File: config.mk
export PLATFORM = sky130hd
export DESIGN_NAME = scaled_digit_clock_renderer_top
export DESIGN_NICKNAME = d
export VERILOG_FILES = /design/src/hdl/sdcr_pkg.sv /design/src/hdl/sdcr_time_split.sv /design/src/hdl/sdcr_render.sv /design/src/hdl/scaled_digit_clock_renderer_top.sv
export SDC_FILE = /design/constraint.sdc
export NUM_CORES = 2
export LEC_CHECK = 0
export BUFFER_PORTS_ARGS = -buffer_cell sky130_fd_sc_hd__clkbuf_2
export CORE_UTILIZATION = 44
export DETAILED_ROUTE_END_ITERATION = 8
export SLEW_MARGIN = 25
export SYNTH_ARGS = -nofsm -noshare
export SYNTH_HDL_FRONTEND = slang
export SYNTH_SLANG_ARGS = --single-unit
File: constraint.sdc
create_clock -name clk -period 7.76 [get_ports clk]
set_clock_uncertainty 0.15 [all_clocks]
set_input_delay 0 -clock clk [delete_from_list [all_inputs] [get_ports clk]]
set_output_delay 0 -clock clk [all_outputs]
set_load 0.01 [all_outputs]
File: src/hdl/sdcr_pkg.sv
// Shared constants, font table and the stage word for the scaled digit clock renderer.
// Depends on nothing; imported by all modules of the block.
package sdcr_pkg;

  localparam int DISPLAY_WIDTH  = 128;
  localparam int DISPLAY_HEIGHT = 64;
  localparam int GLYPH_SCALE    = 8;
  localparam int TIME_TOP_ROW   = 24;
  localparam int COLON_X        = 62;
  localparam int PAGE_ROWS      = 8;

  localparam logic [7:0] DIGIT_X [4] = '{8'd7, 8'd34, 8'd74, 8'd101};

  // floor(n/1000) = (n*RECIP_1000) >> 38 for any 32-bit n
  localparam logic [31:0] RECIP_1000 = 32'd274877907;
  localparam int          SHIFT_1000 = 38;
  // floor(n/60) for n < 2^23
  localparam logic [23:0] RECIP_60   = 24'd8947849;
  localparam int          SHIFT_60   = 29;
  // floor(n/100) for n < 2^17
  localparam logic [17:0] RECIP_100  = 18'd167773;
  localparam int          SHIFT_100  = 24;

  // rows top to bottom, bit 2 is the leftmost cell
  localparam logic [2:0] FONT [10][5] = '{
    '{3'h7, 3'h5, 3'h5, 3'h5, 3'h7},
    '{3'h2, 3'h6, 3'h2, 3'h2, 3'h7},
    '{3'h7, 3'h1, 3'h7, 3'h4, 3'h7},
    '{3'h7, 3'h1, 3'h7, 3'h1, 3'h7},
    '{3'h5, 3'h5, 3'h7, 3'h1, 3'h1},
    '{3'h7, 3'h4, 3'h7, 3'h1, 3'h7},
    '{3'h7, 3'h4, 3'h7, 3'h5, 3'h7},
    '{3'h7, 3'h1, 3'h2, 3'h2, 3'h2},
    '{3'h7, 3'h5, 3'h7, 3'h5, 3'h7},
    '{3'h7, 3'h5, 3'h7, 3'h1, 3'h7}
  };

  typedef struct packed {
    logic       valid;
    logic [2:0] page;
    logic [6:0] column;
    logic [3:0] min_tens;
    logic [3:0] min_ones;
    logic [3:0] sec_tens;
    logic [3:0] sec_ones;
  } sdcr_digits_t;

  function automatic logic [2:0] font_row(input logic [3:0] digit, input logic [2:0] row);
    logic [2:0] bits;
    bits = 3'b000;
    if (digit <= 4'd9 && row <= 3'd4) begin
      bits = FONT[digit][row];
    end
    return bits;
  endfunction

endpackage

File: src/hdl/sdcr_time_split.sv
// Four-stage split of elapsed milliseconds into MM:SS decimal digits.
// Reciprocal multiplies divide by 1000, 60 and 100, then a tens and ones split; depends on sdcr_pkg.
module sdcr_time_split (
  input  logic                 clk,
  input  logic                 rst,
  input  logic                 start,
  input  logic [31:0]          mission_ms,
  input  logic [2:0]           page,
  input  logic [6:0]           column,
  output sdcr_pkg::sdcr_digits_t digits
);
  import sdcr_pkg::*;

  function automatic logic [7:0] split_dec(input logic [6:0] x);
    logic [14:0] t;
    logic [3:0]  tens;
    logic [6:0]  ones;
    t    = 15'(x) * 15'd205;
    tens = t[14:11];
    ones = x - 7'(tens) * 7'd10;
    return {tens, ones[3:0]};
  endfunction

  // stage 1
  logic        v1;
  logic [2:0]  pg1;
  logic [6:0]  col1;
  logic [63:0] prod1;
  // stage 2
  logic        v2;
  logic [2:0]  pg2;
  logic [6:0]  col2;
  logic [22:0] secs2;
  logic [46:0] prod2;
  // stage 3
  logic        v3;
  logic [2:0]  pg3;
  logic [6:0]  col3;
  logic [16:0] mins3;
  logic [5:0]  sec3;
  logic [34:0] prod3;

  logic [22:0] secs1;
  logic [16:0] mins2;
  logic [22:0] rem2;
  logic [9:0]  hund3;
  logic [6:0]  mmod3;
  logic [7:0]  mdec;
  logic [7:0]  sdec;

  assign secs1 = prod1[SHIFT_1000 + 22:SHIFT_1000];
  assign mins2 = prod2[SHIFT_60 + 16:SHIFT_60];
  assign rem2  = secs2 - 23'(mins2) * 23'd60;
  assign hund3 = prod3[SHIFT_100 + 9:SHIFT_100];
  assign mmod3 = 7'(mins3 - 17'(hund3) * 17'd100);
  assign mdec  = split_dec(mmod3);
  assign sdec  = split_dec({1'b0, sec3});

  always_ff @(posedge clk) begin
    if (rst) begin
      v1           <= 1'b0;
      v2           <= 1'b0;
      v3           <= 1'b0;
      digits.valid <= 1'b0;
    end else begin
      v1           <= start;
      v2           <= v1;
      v3           <= v2;
      digits.valid <= v3;
    end
    pg1   <= page;
    col1  <= column;
    prod1 <= 64'(mission_ms) * 64'(RECIP_1000);

    pg2   <= pg1;
    col2  <= col1;
    secs2 <= secs1;
    prod2 <= 47'(secs1) * 47'(RECIP_60);

    pg3   <= pg2;
    col3  <= col2;
    mins3 <= mins2;
    sec3  <= rem2[5:0];
    prod3 <= 35'(mins2) * 35'(RECIP_100);

    digits.page     <= pg3;
    digits.column   <= col3;
    digits.min_tens <= mdec[7:4];
    digits.min_ones <= mdec[3:0];
    digits.sec_tens <= sdec[7:4];
    digits.sec_ones <= sdec[3:0];
  end

endmodule

File: src/hdl/sdcr_render.sv
// Final stage: lights the eight pixels of one page byte from the four digits and colon.
// Depends on sdcr_pkg for layout, font and the digit word.
module sdcr_render (
  input  logic                   clk,
  input  logic                   rst,
  input  sdcr_pkg::sdcr_digits_t digits,
  output logic                   done,
  output logic [7:0]             pixel_byte
);
  import sdcr_pkg::*;

  logic [7:0] byte_next;

  always_comb begin
    logic [8:0] px;
    logic [8:0] py;
    logic [8:0] dx;
    logic [8:0] dy;
    logic [8:0] cx;
    logic [8:0] cy;
    logic [3:0] dig [4];
    logic [2:0] row_bits;
    logic       lit;
    dx       = '0;
    dy       = '0;
    cx       = '0;
    cy       = '0;
    row_bits = '0;
    dig[0] = digits.min_tens;
    dig[1] = digits.min_ones;
    dig[2] = digits.sec_tens;
    dig[3] = digits.sec_ones;
    px = 9'(digits.column);
    byte_next = 8'h00;
    for (int n = 0; n < 8; n++) begin
      py  = 9'(digits.page) * 9'(PAGE_ROWS) + 9'(n);
      lit = 1'b0;
      for (int k = 0; k < 4; k++) begin
        if (px >= 9'(DIGIT_X[k]) && py >= 9'(TIME_TOP_ROW)) begin
          dx = px - 9'(DIGIT_X[k]);
          dy = py - 9'(TIME_TOP_ROW);
          cx = dx / 9'(GLYPH_SCALE);
          cy = dy / 9'(GLYPH_SCALE);
          if (cx < 9'd3 && cy < 9'd5) begin
            row_bits = font_row(dig[k], cy[2:0]);
            if (row_bits[2'(9'd2 - cx)]) begin
              lit = 1'b1;
            end
          end
        end
      end
      if (px >= 9'(COLON_X) && px < 9'(COLON_X + GLYPH_SCALE)) begin
        if ((py >= 9'(TIME_TOP_ROW + GLYPH_SCALE) && py < 9'(TIME_TOP_ROW + 2 * GLYPH_SCALE))
            || (py >= 9'(TIME_TOP_ROW + 3 * GLYPH_SCALE)
                && py < 9'(TIME_TOP_ROW + 4 * GLYPH_SCALE))) begin
          lit = 1'b1;
        end
      end
      if (px >= 9'(DISPLAY_WIDTH) || py >= 9'(DISPLAY_HEIGHT)) begin
        lit = 1'b0;
      end
      byte_next[n] = lit;
    end
  end

  always_ff @(posedge clk) begin
    if (rst) begin
      done <= 1'b0;
    end else begin
      done <= digits.valid;
    end
    pixel_byte <= byte_next;
  end

endmodule

File: src/hdl/scaled_digit_clock_renderer_top.sv
// Scaled digit clock renderer: one framebuffer byte of an MM:SS picture per word.
// One word accepted every cycle; done follows start through the pipeline below.
// Four time-split stages (reciprocal multiplies) and one render stage make it up.
// busy is always low; the result strobe cannot be held off.
// Synchronous reset clears the pipeline valid bits; no other state.
// Depends on sdcr_pkg, sdcr_time_split and sdcr_render.
module scaled_digit_clock_renderer_top (
  input  logic        clk,
  input  logic        rst,
  input  logic        start,
  output logic        busy,
  input  logic [31:0] mission_ms,
  input  logic [2:0]  page,
  input  logic [6:0]  column,
  output logic        done,
  output logic [7:0]  pixel_byte
);
  import sdcr_pkg::*;

  sdcr_digits_t digits;

  assign busy = 1'b0;

  sdcr_time_split u_split (
    .clk        (clk),
    .rst        (rst),
    .start      (start),
    .mission_ms (mission_ms),
    .page       (page),
    .column     (column),
    .digits     (digits)
  );

  sdcr_render u_render (
    .clk        (clk),
    .rst        (rst),
    .digits     (digits),
    .done       (done),
    .pixel_byte (pixel_byte)
  );

endmodule

==> results.md <==
- Rel. slew slack: 0.4538
- Total CTS buffers: 17
- Clock-pin slew on the worst setup and hold paths: 0.07 ns
- Grt total ovfl: 0
- Met1 usage: 0.2807
- Worst setup endpoint: u_split.prod1[53]
- Netlist cell types: 85
- WS Path Type: in -> reg
- Later-pin clock latency in the skew report: 0.44 ns
- DRT Wirelength: 66670 µm
- Setup TNS: 0 ns
- Worst slew pin tran: 0.8183 ns
- Via density: 5.035
- CP arrival: 6.92 ns
- EDFF count, synth: 0
- Fin area: 0.03108 mm²
- Critical-path cell list: dlygate4sd3_1, clkbuf_2, ha_1, fa_1, inv_1, ha_1, inv_1, fa_1, inv_1, fa_1, fa_1, fa_1, ha_1, ha_1, a21oi_1, nand3_1, a2111oi_0, o221ai_1, nor2_1, nor2_1, a21bo_2, a21oi_1, o221a_2
- Clock Sinks: 126
- Global-route wire length before repair: 109300 µm
- Critical Path RT: 7.98 ns
- PortBufs: 53
- Top-area cell type share of the netlist area: 0.3341
- Tmin final: 6.692 ns
- Worst min path class: in -> reg
- DRC Markers: 0
- Worst Setup Start Kind: input pin
- IO Pins: 55
- Total core area: 0.06493 mm²
- Yosys top cell by area: fa_1
- Worst R2R Setup Slack: 1.58 ns
- Syn Inst Count: 2892
- Die Width: 259.3 µm
- Status: finished, final reports clean
- Iteration-0 DRC Markers: 801
- Fraction of layout cells with a size suffix above 1: 0.04140
- Mapped Avg Cell Area: 10.07 µm²
- Final hold viol count: 0
- Worst path max stage delay: 0.67 ns
- CTS H-tree depth: 4
- Area grow syn2layout: 6.720%
- Maximum clock path buffer count: 2
- Initial core utilization: 0.4485
- Worst R2R End: u_split.prod3[28]
- Slowest stage cell on the critical path: a2111oi_0
- Ys async rst share: 0
- DR pass1 iterations: 5
- Setup bufs post-CTS: 0
- Cell Area, Synth: 0.02912 mm²
- Seq/Total Area, Yosys: 0.08662
- Seq cells post-synth: 126
- Final setup fails: 0
- Fmax: 149.4 MHz
- Global routing usage on met2: 0.3587
- Dominant synthesized flop cell: dfxtp_1
- GPL Wtd Cong: 0.9270
- Syn nets: 4172
- CP startpoint: mission_ms[31]
- Vias: 19264
- CTS root buf: clkbuf_16
- Final #Nets: 4238
- Final hold slack: 0.05434 ns
- Ranking of synthesized cells by area: fa_1, ha_1, inv_1
- Vias in the first global route: 21192
- RSZ-0062 raised after global routing: no
- Maximum fanout along the worst path: 8
- GRT Total Usage: 0.2089
- Chip height: 259.3 µm
- Max-slew violation count: 0
- R2r startpoint: u_split.prod2[32]
- Placed Area: 0.03034 mm²
- Num rows: 93
- Global-route track usage on met3: 0.02099
- Routed Antenna Nets: 0
- Largest net degree at the start of global routing: 26
- CTS tree: yes
- Most used cell, CP: fa_1
- Die area: 0.06722 mm²
- Post-CTS sizing: 0
- Synth Warn #: 0
- Final Cycle Share: 0.8624
- HPWL after DPL: 59200 µm
- Most used routing layer: met2
- Maxcap violations: 0
- Mean routed wirelength per cell: 17.43 µm
- Reg2Reg Depth: 18
- Ant. Diodes: 0
- Setup crit end kind: register
- Initial antenna violation count: 0
[worst min path at each step]
| stage | end | cells after the start | start | slack, ns |
|---|---|---|---|---|
| global route | u_split.col1[6] | 2 | column[6] | 0.04 |
| CTS | u_split.col1[6] | 2 | column[6] | 0.03 |
| floorplan | u_split.col1[0] | 0 | column[0] | -0.12 |
| finish | u_split.col1[6] | 2 | column[6] | 0.05 |
| global placement | u_split.col1[6] | 1 | column[6] | -0.05 |
| detailed placement | u_split.col1[3] | 1 | column[3] | -0.05 |
[routing by layer]
metal  wire, µm  part of all wire
met1      30940              0.46
met2      32200              0.48
met3       2123             0.032
met4       1407             0.021
met5          0                 0
[critical path: cells and delay by family]
family	cells	cell delay (ns)
compound gates	6	1.72
simple gates	3	0.49
fa+ha+maj	9	3.78
buf+inv	5	0.91
[placed cells by master, fill, tap and decap left out, types with 5 or more instances in the layout]
master           n
o21a_1           9
a21o_1          32
a21oi_1         88
and3_1          11
a31oi_1         11
or2_2            5
dfxtp_1        126
nand2b_1        15
nand3_1         28
inv_8            6
a211oi_1        18
o21bai_1         5
dlygate4sd3_1   13
o211ai_1        11
xor2_1          23
fa_1           486
clkinv_8         5
inv_1          854
clkbuf_16       17
o21ai_0         61
xnor2_1         53
nand2_1         50
nor3_1          24
nor2_1          63
clkbuf_2        53
nand4_1         17
nor2b_1         22
ha_1           749
and2_1           7
a221oi_1         8
[state kept, by name (all words and copies together) (netlist names), 5 cells and up]
| signal | cells |
|---|---|
| u_split.prod1 | 23 |
| u_split.sec3 | 6 |
| u_split.secs2 | 6 |
| u_split.mins3 | 7 |
| u_split.digits | 26 |
| u_split.col3 | 7 |
| u_split.col2 | 7 |
| u_split.col1 | 7 |
| u_split.prod2 | 17 |
| u_split.prod3 | 5 |
[what timing repair did]
| action | 4_1_cts | 5_1_grt |
|---|---|---|
| setup endpoints to repair | 0 | 0 |
| hold buffers | 13 | 0 |
| endpoints found under the hold margin | 16 | 0 |
[cell usage after synthesis, types with 5 or more instances]
cell type / count
a211oi_1: 18
a21o_1: 32
a21oi_1: 88
a221oi_1: 8
a31oi_1: 11
and2_1: 7
and3_1: 11
buf_4: 8
clkbuf_1: 6
dfxtp_1: 126
fa_1: 486
ha_1: 749
inv_1: 854
nand2_1: 50
nand2b_1: 15
nand3_1: 28
nand4_1: 17
nor2_1: 63
nor2b_1: 22
nor3_1: 24
o211ai_1: 11
o21a_1: 9
o21ai_0: 61
o21bai_1: 5
or2_2: 5
xnor2_1: 53
xor2_1: 23
[kinds of logic after synthesis]
| family | Yosys count | synth area share |
|---|---|---|
| AOI/OAI and AO/OA | 303 | 0.06853 |
| buffers and inverters | 875 | 0.1145 |
| DFF | 126 | 0.08662 |
| xor gates and xnor gates | 76 | 0.02286 |
| muxes | 5 | 0.002234 |
| other | 1 | 0.0001288 |
| adders and majority gates | 1235 | 0.6559 |
| and+or+nand+nor | 271 | 0.04924 |
[per-stage QoR]
step,setup slack (ns),std cells,util
2_1_floorplan,1.519,2892,-
3_3_place_gp,0.8431,3781,0.4673
3_5_place_dp,0.7662,3781,0.4673
4_1_cts,1.164,3826,0.4786
5_1_grt,0.8698,3826,0.4786
6_report,1.068,3826,0.4786
[cell type report]
| type | count | area (µm²) |
|---|---|---|
| fill | 6121 | 33850 |
| multi-input combinational | 1891 | 23260 |
| inverter | 855 | 3209 |
| sequential | 126 | 2522 |
| tap | 855 | 1070 |
| clock buffer | 17 | 425.4 |
| timing repair buffer | 67 | 402.9 |
| clock inverter | 15 | 183.9 |
Power is not shown: default switching activity piles up to over one toggle a cycle in this logic, so the estimate is an artifact.
